<file path="src/rtl/bnpt_pkg.sv">
`timescale 1ns / 1ps
// ----------------------------------------------------------------------------
// Bus node presence table package
// Shared types, codes and constants for the presence table unit.
// ----------------------------------------------------------------------------
package bnpt_pkg;

	localparam int MAX_NODES_DEF = 16;
	localparam logic [31:0] TIMEOUT_RESET = 32'd5000;
	localparam logic [7:0] HIGHEST_NODE_ID = 8'd127;

	typedef enum logic [1:0] {
		MODE_STATUS = 2'd0,
		MODE_CAPS   = 2'd1,
		MODE_SWEEP  = 2'd2,
		MODE_LOOKUP = 2'd3
	} mode_t;

	typedef enum logic [3:0] {
		ST_IDLE,
		ST_SCAN_RD,
		ST_SCAN_CMP,
		ST_CREATE,
		ST_UPDATE,
		ST_SW_RD,
		ST_SW_CMP,
		ST_MV_RD,
		ST_MV_WR,
		ST_DONE
	} state_t;

	typedef struct packed {
		logic [6:0]  id;
		logic [31:0] seen;
		logic [15:0] caps;
		logic [1:0]  health;
		logic [2:0]  opm;
		logic [15:0] vendor;
		logic [31:0] uptime;
	} entry_t;

	// controller -> datapath
	typedef struct packed {
		logic load;
		logic rd_en;
		logic rd_last;
		logic inc_idx;
		logic sw_remove;
		logic take_hit;
		logic take_new;
		logic wr_upd;
		logic wr_move;
		logic out_load;
	} cmd_t;

	// datapath -> controller
	typedef struct packed {
		mode_t mode;
		logic  scan_end;
		logic  id_match;
		logic  expired;
		logic  idx_is_last;
		logic  can_create;
		logic  out_busy;
	} sts_t;

endpackage

</file>
<file path="src/rtl/bus_node_presence_table_unit.sv">
`timescale 1ns / 1ps
// ----------------------------------------------------------------------------
// Bus node presence table unit
// Each transaction reads and compares the slots in turn. A lookup stops on a
// hit; status and caps modes update the matching slot, or on a miss create an
// entry if the id is valid and a slot is free. A sweep refills each expired
// slot with the last entry, or drops it if it is the last. One transaction at
// a time; a result not yet taken holds the next transaction in its last state.
// Reset: table empty, timeout 5000 ms; entry memory is not cleared.
// ----------------------------------------------------------------------------
module bus_node_presence_table_unit
	import bnpt_pkg::*;
#(
	parameter int MAX_NODES = MAX_NODES_DEF
) (
	input  logic         clk,
	input  logic         arst_n,
	input  logic         s_tvalid,
	output logic         s_tready,
	// node_id, now_ms, capability, health, op_mode, uptime, vendor_code, pad
	input  logic [111:0] s_tdata,
	// mode
	input  logic [1:0]   s_tuser,
	output logic         m_tvalid,
	input  logic         m_tready,
	// slot, node_count, removed_count, entry_health, entry_mode, entry_uptime,
	// entry_vendor, entry_caps, entry_last_seen, pad
	output logic [119:0] m_tdata,
	// hit
	output logic         m_tuser,
	input  logic         cfg_wr_en,
	input  logic [31:0]  cfg_wr_data
);

	cmd_t cmd;
	sts_t sts;

	bnpt_ctrl u_ctrl (
		.clk      (clk),
		.arst_n   (arst_n),
		.s_tvalid (s_tvalid),
		.s_tready (s_tready),
		.sts      (sts),
		.cmd      (cmd)
	);

	bnpt_dp #(
		.MAX_NODES (MAX_NODES)
	) u_dp (
		.clk         (clk),
		.arst_n      (arst_n),
		.s_tdata     (s_tdata),
		.s_tuser     (s_tuser),
		.m_tready    (m_tready),
		.m_tvalid    (m_tvalid),
		.m_tdata     (m_tdata),
		.m_tuser     (m_tuser),
		.cfg_wr_en   (cfg_wr_en),
		.cfg_wr_data (cfg_wr_data),
		.cmd         (cmd),
		.sts         (sts)
	);

endmodule

</file>
<file path="src/rtl/bnpt_ctrl.sv">
`timescale 1ns / 1ps
// ----------------------------------------------------------------------------
// Presence table controller
// Sequences slot scans, entry creation, updates and the expiry sweep.
// ----------------------------------------------------------------------------
module bnpt_ctrl
	import bnpt_pkg::*;
(
	input  logic clk,
	input  logic arst_n,
	input  logic s_tvalid,
	output logic s_tready,
	input  sts_t sts,
	output cmd_t cmd
);

	state_t state_q, state_d;

	always_ff @(posedge clk or negedge arst_n) begin
		if (!arst_n) begin
			state_q <= ST_IDLE;
		end else begin
			state_q <= state_d;
		end
	end

	always_comb begin
		state_d = state_q;
		case (state_q)
			ST_IDLE: begin
				if (s_tvalid) begin
					state_d = ST_SCAN_RD;
				end
			end
			ST_SCAN_RD: begin
				if (sts.scan_end) begin
					if (sts.mode != MODE_LOOKUP && sts.can_create) begin
						state_d = ST_CREATE;
					end else begin
						state_d = ST_DONE;
					end
				end else begin
					state_d = ST_SCAN_CMP;
				end
			end
			ST_SCAN_CMP: begin
				if (sts.id_match) begin
					state_d = (sts.mode == MODE_LOOKUP) ? ST_DONE : ST_UPDATE;
				end else begin
					state_d = ST_SCAN_RD;
				end
			end
			ST_CREATE: state_d = ST_UPDATE;
			ST_UPDATE: state_d = ST_DONE;
			ST_SW_RD: begin
				state_d = sts.scan_end ? ST_DONE : ST_SW_CMP;
			end
			ST_SW_CMP: begin
				if (sts.expired && !sts.idx_is_last) begin
					state_d = ST_MV_RD;
				end else begin
					state_d = ST_SW_RD;
				end
			end
			ST_MV_RD: state_d = ST_MV_WR;
			ST_MV_WR: state_d = ST_SW_RD;
			ST_DONE: begin
				if (!sts.out_busy) begin
					state_d = ST_IDLE;
				end
			end
			default: state_d = ST_IDLE;
		endcase
		// sweep branches off after the item is captured
		if (state_q == ST_SCAN_RD && sts.mode == MODE_SWEEP) begin
			state_d = ST_SW_RD;
		end
	end

	always_comb begin
		cmd = '0;
		s_tready = 1'b0;
		case (state_q)
			ST_IDLE: begin
				s_tready = 1'b1;
				cmd.load = s_tvalid;
			end
			ST_SCAN_RD: begin
				cmd.rd_en = !sts.scan_end && sts.mode != MODE_SWEEP;
			end
			ST_SCAN_CMP: begin
				cmd.take_hit = sts.id_match;
				cmd.inc_idx = !sts.id_match;
			end
			ST_CREATE: cmd.take_new = 1'b1;
			ST_UPDATE: cmd.wr_upd = 1'b1;
			ST_SW_RD: cmd.rd_en = !sts.scan_end;
			ST_SW_CMP: begin
				cmd.sw_remove = sts.expired;
				cmd.inc_idx = !sts.expired;
			end
			ST_MV_RD: begin
				cmd.rd_en = 1'b1;
				cmd.rd_last = 1'b1;
			end
			ST_MV_WR: cmd.wr_move = 1'b1;
			ST_DONE: cmd.out_load = !sts.out_busy;
			default: cmd = '0;
		endcase
	end

endmodule

</file>
<file path="src/rtl/bnpt_dp.sv">
`timescale 1ns / 1ps
// ----------------------------------------------------------------------------
// Presence table datapath
// Entry memory, item and result registers, counters and compares.
// ----------------------------------------------------------------------------
module bnpt_dp
	import bnpt_pkg::*;
#(
	parameter int MAX_NODES = MAX_NODES_DEF
) (
	input  logic          clk,
	input  logic          arst_n,
	input  logic [111:0]  s_tdata,
	input  logic [1:0]    s_tuser,
	input  logic          m_tready,
	output logic          m_tvalid,
	output logic [119:0]  m_tdata,
	output logic          m_tuser,
	input  logic          cfg_wr_en,
	input  logic [31:0]   cfg_wr_data,
	input  cmd_t          cmd,
	output sts_t          sts
);

	localparam int IW = (MAX_NODES > 1) ? $clog2(MAX_NODES) : 1;
	localparam int CW = $clog2(MAX_NODES + 1);

	entry_t mem [MAX_NODES];
	entry_t rdata_q;
	entry_t entry_q;
	entry_t upd;
	entry_t fresh;

	logic [31:0] timeout_q;
	mode_t       mode_q;
	logic [7:0]  id_q;
	logic [31:0] now_q;
	logic [15:0] caps_q;
	logic [1:0]  health_q;
	logic [2:0]  opm_q;
	logic [31:0] uptime_q;
	logic [15:0] vendor_q;

	logic [CW-1:0] count_q;
	logic [CW-1:0] idx_q;
	logic [CW-1:0] removed_q;
	logic [IW-1:0] slot_q;
	logic          hit_q;
	logic          out_valid_q;
	logic [119:0]  out_data_q;
	logic          out_hit_q;

	logic [IW-1:0]   rd_addr;
	logic [IW-1:0]   wr_addr;
	entry_t          wr_data;
	logic            wr_en;
	logic [31:0]     age;
	logic [IW+3:0]   slot_ext;
	logic [CW+4:0]   count_ext;
	logic [CW+4:0]   removed_ext;

	always_ff @(posedge clk or negedge arst_n) begin
		if (!arst_n) begin
			timeout_q <= TIMEOUT_RESET;
		end else if (cfg_wr_en) begin
			timeout_q <= cfg_wr_data;
		end
	end

	// item capture
	always_ff @(posedge clk) begin
		if (cmd.load) begin
			mode_q   <= mode_t'(s_tuser);
			id_q     <= s_tdata[7:0];
			now_q    <= s_tdata[39:8];
			caps_q   <= s_tdata[55:40];
			health_q <= s_tdata[57:56];
			opm_q    <= s_tdata[60:58];
			uptime_q <= s_tdata[92:61];
			vendor_q <= s_tdata[108:93];
		end
	end

	// entry memory
	assign rd_addr = cmd.rd_last ? count_q[IW-1:0] : idx_q[IW-1:0];
	assign wr_en   = cmd.wr_upd || cmd.wr_move;
	assign wr_addr = cmd.wr_upd ? slot_q : idx_q[IW-1:0];
	assign wr_data = cmd.wr_upd ? upd : rdata_q;

	always_ff @(posedge clk) begin
		if (wr_en) begin
			mem[wr_addr] <= wr_data;
		end
	end

	always_ff @(posedge clk) begin
		if (cmd.rd_en) begin
			rdata_q <= mem[rd_addr];
		end
	end

	always_comb begin
		upd = entry_q;
		upd.seen = now_q;
		if (mode_q == MODE_CAPS) begin
			upd.caps = entry_q.caps | caps_q;
		end else begin
			upd.health = health_q;
			upd.opm    = opm_q;
			upd.vendor = vendor_q;
			upd.uptime = uptime_q;
		end
	end

	always_comb begin
		fresh      = '0;
		fresh.id   = id_q[6:0];
		fresh.seen = now_q;
	end

	always_ff @(posedge clk or negedge arst_n) begin
		if (!arst_n) begin
			count_q   <= '0;
			idx_q     <= '0;
			removed_q <= '0;
			hit_q     <= 1'b0;
			slot_q    <= '0;
		end else begin
			if (cmd.load) begin
				idx_q     <= '0;
				removed_q <= '0;
				hit_q     <= 1'b0;
				slot_q    <= '0;
			end
			if (cmd.inc_idx) begin
				idx_q <= idx_q + CW'(1);
			end
			if (cmd.sw_remove) begin
				count_q   <= count_q - CW'(1);
				removed_q <= removed_q + CW'(1);
			end
			if (cmd.take_hit) begin
				hit_q  <= 1'b1;
				slot_q <= idx_q[IW-1:0];
			end
			if (cmd.take_new) begin
				hit_q   <= 1'b1;
				slot_q  <= count_q[IW-1:0];
				count_q <= count_q + CW'(1);
			end
		end
	end

	always_ff @(posedge clk) begin
		if (cmd.load) begin
			entry_q <= '0;
		end else if (cmd.take_hit) begin
			entry_q <= rdata_q;
		end else if (cmd.take_new) begin
			entry_q <= fresh;
		end else if (cmd.wr_upd) begin
			entry_q <= upd;
		end
	end

	assign age = now_q - rdata_q.seen;

	assign sts.mode        = mode_q;
	assign sts.scan_end    = (idx_q >= count_q);
	assign sts.id_match    = ({1'b0, rdata_q.id} == id_q);
	assign sts.expired     = (age > timeout_q);
	assign sts.idx_is_last = ((idx_q + CW'(1)) == count_q);
	assign sts.can_create  = (id_q != 8'd0) && (id_q <= HIGHEST_NODE_ID)
		&& (count_q < CW'(MAX_NODES));
	assign sts.out_busy    = out_valid_q && !m_tready;

	// result register
	assign slot_ext    = {4'd0, slot_q};
	assign count_ext   = {5'd0, count_q};
	assign removed_ext = {5'd0, removed_q};

	always_ff @(posedge clk or negedge arst_n) begin
		if (!arst_n) begin
			out_valid_q <= 1'b0;
		end else if (cmd.out_load) begin
			out_valid_q <= 1'b1;
		end else if (m_tready) begin
			out_valid_q <= 1'b0;
		end
	end

	always_ff @(posedge clk) begin
		if (cmd.out_load) begin
			out_hit_q  <= hit_q;
			out_data_q <= {5'd0, entry_q.seen, entry_q.caps, entry_q.vendor,
				entry_q.uptime, entry_q.opm, entry_q.health,
				removed_ext[4:0], count_ext[4:0], slot_ext[3:0]};
		end
	end

	assign m_tvalid = out_valid_q;
	assign m_tdata  = out_data_q;
	assign m_tuser  = out_hit_q;

endmodule
</file>
<file path="config.mk">
export PLATFORM = sky130hd
export DESIGN_NAME = bus_node_presence_table_unit
export DESIGN_NICKNAME = d
export VERILOG_FILES = /design/src/rtl/bnpt_pkg.sv /design/src/rtl/bus_node_presence_table_unit.sv /design/src/rtl/bnpt_ctrl.sv /design/src/rtl/bnpt_dp.sv
export SDC_FILE = /design/constraint.sdc
export NUM_CORES = 2
export LEC_CHECK = 0
export BUFFER_PORTS_ARGS = -buffer_cell sky130_fd_sc_hd__buf_4
export CAP_MARGIN = 20
export CORE_AREA = 2 2 550 552
export DETAILED_ROUTE_END_ITERATION = 10
export DIE_AREA = 0 0 552 554
export MAX_ROUTING_LAYER = met4
export PLACE_DENSITY = 0.54
export REMOVE_ABC_BUFFERS = 1
export SLEW_MARGIN = 20
export SYNTH_ARGS = -nofsm -noshare
export SYNTH_HDL_FRONTEND = slang
export SYNTH_SLANG_ARGS = --single-unit
</file>
<file path="constraint.sdc">
create_clock -name clk -period 33.9 [get_ports clk]
set_input_delay 3.39 -clock clk [delete_from_list [all_inputs] [get_ports clk]]
set_output_delay 3.39 -clock clk [all_outputs]
set_load 0.02 [all_outputs]
</file>
==> impl_metrics.ini <==
[sta]
max_freq_ghz = 0.1677
hold_violations = 0
timing.final.crit_share = 0.1759
min_period_ns = 5.963
timing.final.setup_violations = 0
finalClockSkew_ns = 0.06682
final_critical_path_setup_slack_ns = 27.94
max_slew.worst_pin.slew_ns = 1.148
unrepaired_setup_endpoints_after_global_routing = false
max-slew-margin-rel = 0.2347
final-max-slew-violation-count = 0
hold_ws_ns = 0.4325

[route]
drtPass1Iterations = 6
num_vias = 55235
count_of_unresolved_drc_violations_after_routing = 0
vias_per_cell = 5.060
wirelength_um = 246800
ant_nets = 0
wl_per_cell_um = 22.61
detailedRoute.firstIterationViolations = 4894

[worst_hold_path]
min-delay-start = u_dp.entry_q[80]
holdCritPathClass = reg -> reg
holdPathStages = 0
worst_hold_path_endpoint = u_dp.m_tdata[94]

[placement]
io_buffers = 265
gp_congestion = 0.8160
dpl.cell_count = 10474
hpwl_um = 120700
dp_worst_setup_slack_ns = 27.39

[clock_tree]
post-cts-setup-buffer-count = 0
post_cts_resize_count = 0
clock_sinks = 2228
cts_tree = done
cts.hold.buffers_added = 0
cts.root.buffer_cell = sky130_fd_sc_hd__clkbuf_16
h-tree-depth = 4
numCtsBuffers = 238
clkLatencyLatePin_ns = 0.90
max_buffers_root_to_sink = 4
clkTransAtPathRegs_ns = 0.06

[layout]
filler_instances = 28734
fraction_of_layout_instances_using_a_drive_strength_above_1 = 0.1103
final_util = 0.3467
synthToLayoutAreaGrowth_pct = 15.69
final_net_count = 6985
final-instance-count-excl-fill = 10916

[setup_path]
path_max_fanout = 10
cp_top_family = compound AO/OA/AOI/OAI gates
critical_path_class = reg -> reg
reg2reg_slack_ns = 27.94
kind_of_capture_point_of_the_worst_setup_path = flip-flop
critPathLaunchType = flip-flop
crit-reg2reg-capture = u_dp.count_q[1]
worst-endpoint-required_ns = 34.62
reg2reg_from = u_dp.now_q[0]
crit_path_cell_trace = inv_1 -> ha_1 -> inv_1 -> fa_1 -> a211o_1 -> a21oi_1 -> o2111ai_1 -> a311oi_1 -> o21bai_1 -> a21oi_1 -> xnor2_1 -> ha_1 -> a21o_1 -> a21o_1 -> a221oi_1 -> o21ai_0 -> a22o_1 -> buf_4 -> nand2_2 -> nand2_1 -> mux2_2
reg2reg_depth = 21
crit_slowest_cell = sky130_fd_sc_hd__a311oi_1
worstPathBufferInverterCount = 3
worst_ep_arrival_time_ns = 6.69
crit_start = u_dp.now_q[0]
delay_of_the_slowest_cell_on_the_worst_path_ns = 0.64

[global_route]
largest_net_degree_at_the_start_of_global_routing = 208
grt_pass1_vias = 53573
initial_antenna_violation_count = 7
grt_first_pass_wirelength_um = 359800
grt_util_all_layers = 0.1601
globalRoute.totalOverflow = 0

[floorplanning]
placement_rows = 201
design.portCount = 274
core_area_um2 = 299300
die_h_um = 554
die_area_um2 = 305800
initial_utilization = 0.2997
die_width_um = 552

[outcome]
outcome = complete, no violations

[synth]
async_flop_share = 0.02558
synthesis.area_per_instance_um2 = 13.57
synth.yosys.warnings = 0
synth.lib_cells_used.distinct = 67
synthFlopType = sky130_fd_sc_hd__edfxtp_1
synth-seq-cells = 2228
postSynthCellCount = 6608
yosysSeqAreaShare = 0.7308
synth-edff-count = 2063
netlist_area_um2 = 89690

[power_and_ir_drop]
p_leak_nw = 34.26
p_per_cell_area_nw_per_um2 = 91.42
ir_drop_v = 0.00007504
post-layout-total-power_mw = 9.487

[job]
maxCapViolations = 0
==> worst reg2reg max path, cell delays in order (launching register included) <==
cell                        delay [ns]
sky130_fd_sc_hd__edfxtp_1         0.36
sky130_fd_sc_hd__inv_1            0.21
sky130_fd_sc_hd__ha_1             0.39
sky130_fd_sc_hd__inv_1            0.10
sky130_fd_sc_hd__fa_1             0.43
sky130_fd_sc_hd__a211o_1          0.29
sky130_fd_sc_hd__a21oi_1          0.35
sky130_fd_sc_hd__o2111ai_1        0.27
sky130_fd_sc_hd__a311oi_1         0.64
sky130_fd_sc_hd__o21bai_1         0.13
sky130_fd_sc_hd__a21oi_1          0.20
sky130_fd_sc_hd__xnor2_1          0.11
sky130_fd_sc_hd__ha_1             0.19
sky130_fd_sc_hd__a21o_1           0.17
sky130_fd_sc_hd__a21o_1           0.17
sky130_fd_sc_hd__a221oi_1         0.37
sky130_fd_sc_hd__o21ai_0          0.16
sky130_fd_sc_hd__a22o_1           0.23
sky130_fd_sc_hd__buf_4            0.19
sky130_fd_sc_hd__nand2_2          0.32
sky130_fd_sc_hd__nand2_1          0.22
sky130_fd_sc_hd__mux2_2           0.35
==> report_power, final <==
group	internal [mW]	total, mW	switching [mW]	leakage [nW]
combinational	0.856	2.91	2.05	10.2
clock	1.52	2.59	1.07	3.81
sequential	3.81	3.99	0.183	20.2
total	6.19	9.49	3.30	34.3
==> synthesized netlist by cell type (all sizes together), types with 5 or more instances <==
cell type,n,area share
nand2b,13,0.00091
buf,119,0.0082
edfxtp,2063,0.69
dfrtp,52,0.015
dfxtp,108,0.024
o21ai,159,0.0089
xor2,26,0.0025
nor4,5,0.00035
nand3,46,0.0027
o21a,36,0.0030
and3,32,0.0022
o21bai,5,0.00042
mux2i,5,0.00070
clkbuf,346,0.014
xnor2,19,0.0019
a31oi,227,0.016
nor2b,9,0.00071
o31ai,6,0.00050
nand4,9,0.00063
nor3,56,0.0032
inv,81,0.0034
a21oi,286,0.016
a22oi,26,0.0022
a211oi,567,0.047
and2,434,0.030
nand2,1141,0.048
ha,73,0.010
nor2,323,0.014
a21o,29,0.0024
a311oi,219,0.021
dfstp,5,0.0015
o211ai,33,0.0028
==> placed cells by master (no fill, tap or decap), types with 24 or more instances in the layout <==
cell                        count
sky130_fd_sc_hd__a211oi_1     567
sky130_fd_sc_hd__nand3_1       43
sky130_fd_sc_hd__and2_0       229
sky130_fd_sc_hd__clkbuf_16    241
sky130_fd_sc_hd__buf_4        346
sky130_fd_sc_hd__and2_1       205
sky130_fd_sc_hd__clkinv_1      32
sky130_fd_sc_hd__dfrtp_1       52
sky130_fd_sc_hd__a22oi_1       26
sky130_fd_sc_hd__dfxtp_1      108
sky130_fd_sc_hd__a21oi_1      283
sky130_fd_sc_hd__clkinv_2      42
sky130_fd_sc_hd__nor3_1        54
sky130_fd_sc_hd__edfxtp_1    2063
sky130_fd_sc_hd__a21o_1        29
sky130_fd_sc_hd__a311oi_1     219
sky130_fd_sc_hd__xor2_1        26
sky130_fd_sc_hd__o21ai_0      158
sky130_fd_sc_hd__clkbuf_1      59
sky130_fd_sc_hd__inv_1         81
sky130_fd_sc_hd__o21a_1        36
sky130_fd_sc_hd__and3_1        31
sky130_fd_sc_hd__a31oi_1      227
sky130_fd_sc_hd__nor2_1       304
sky130_fd_sc_hd__nand2_1     1139
sky130_fd_sc_hd__o211ai_1      33
sky130_fd_sc_hd__ha_1          73
sky130_fd_sc_hd__clkbuf_8      24
==> cell type report <==
class | count | area (um2) | area share
Antenna cell | 2 | 5.005 | 0.00004823
Clock buffer | 324 | 6583 | 0.06344
Clock inverter | 113 | 1169 | 0.01126
Inverter | 82 | 315.3 | 0.003039
Multi-Input combinational cell | 3837 | 22070 | 0.2127
Sequential cell | 2228 | 65540 | 0.6316
Tap cell | 3958 | 4952 | 0.04772
Timing Repair Buffer | 372 | 3132 | 0.03018
==> registers in the layout (all words and copies together) (netlist names), 32 cells and up <==
| signal | cells |
|---|---|
| u_dp.entry_q | 108 |
| u_dp.m_tdata | 115 |
| u_dp.mem | 1728 |
| u_dp.now_q | 32 |
| u_dp.rdata_q | 108 |
| u_dp.timeout_q | 32 |
| u_dp.uptime_q | 32 |
==> metrics by stage <==
step | cell area, um2 | setup TNS [ns]
after detailed placement | 95930 | 0
after floorplan | 87670 | -46.44
after CTS | 103700 | 0
after global routing | 103800 | 0
final | 103800 | 0
after global placement | 95930 | 0
==> routing by layer <==
metal,vias up,track usage,wire [um]
met3,352,0.02022,13330
li1,25258,-,-
met4,0,0.03850,5645
met1,27992,0.2188,113100
met2,1633,0.2531,114800
met5,-,-,0
==> worst max-delay path by stage <==
stage | end | slack, ns | cells after the start
floorplan | u_dp.rdata_q[0] | -0.43 | 7
global placement | u_dp.uptime_q[10] | 27.43 | 6
detailed placement | u_dp.uptime_q[10] | 27.39 | 6
CTS | u_dp.count_q[1] | 27.88 | 21
global route | u_dp.count_q[1] | 27.46 | 21
finish | u_dp.count_q[1] | 27.94 | 21
==> kinds of logic (layout without fill, tap and decap cells) <==
family | Yosys count | count (layout) | synth area share
flops | 2228 | 2228 | 0.7308
other cells | 1 | 7 | 0.00004181
xor+xnor | 45 | 45 | 0.004394
mux | 8 | 8 | 0.001074
fa+ha+maj | 75 | 75 | 0.01063
simple gates | 2085 | 2085 | 0.1037
compound gates | 1619 | 1619 | 0.1233
buf+inv | 547 | 891 | 0.02613
Power figures use the tool's default switching activity.
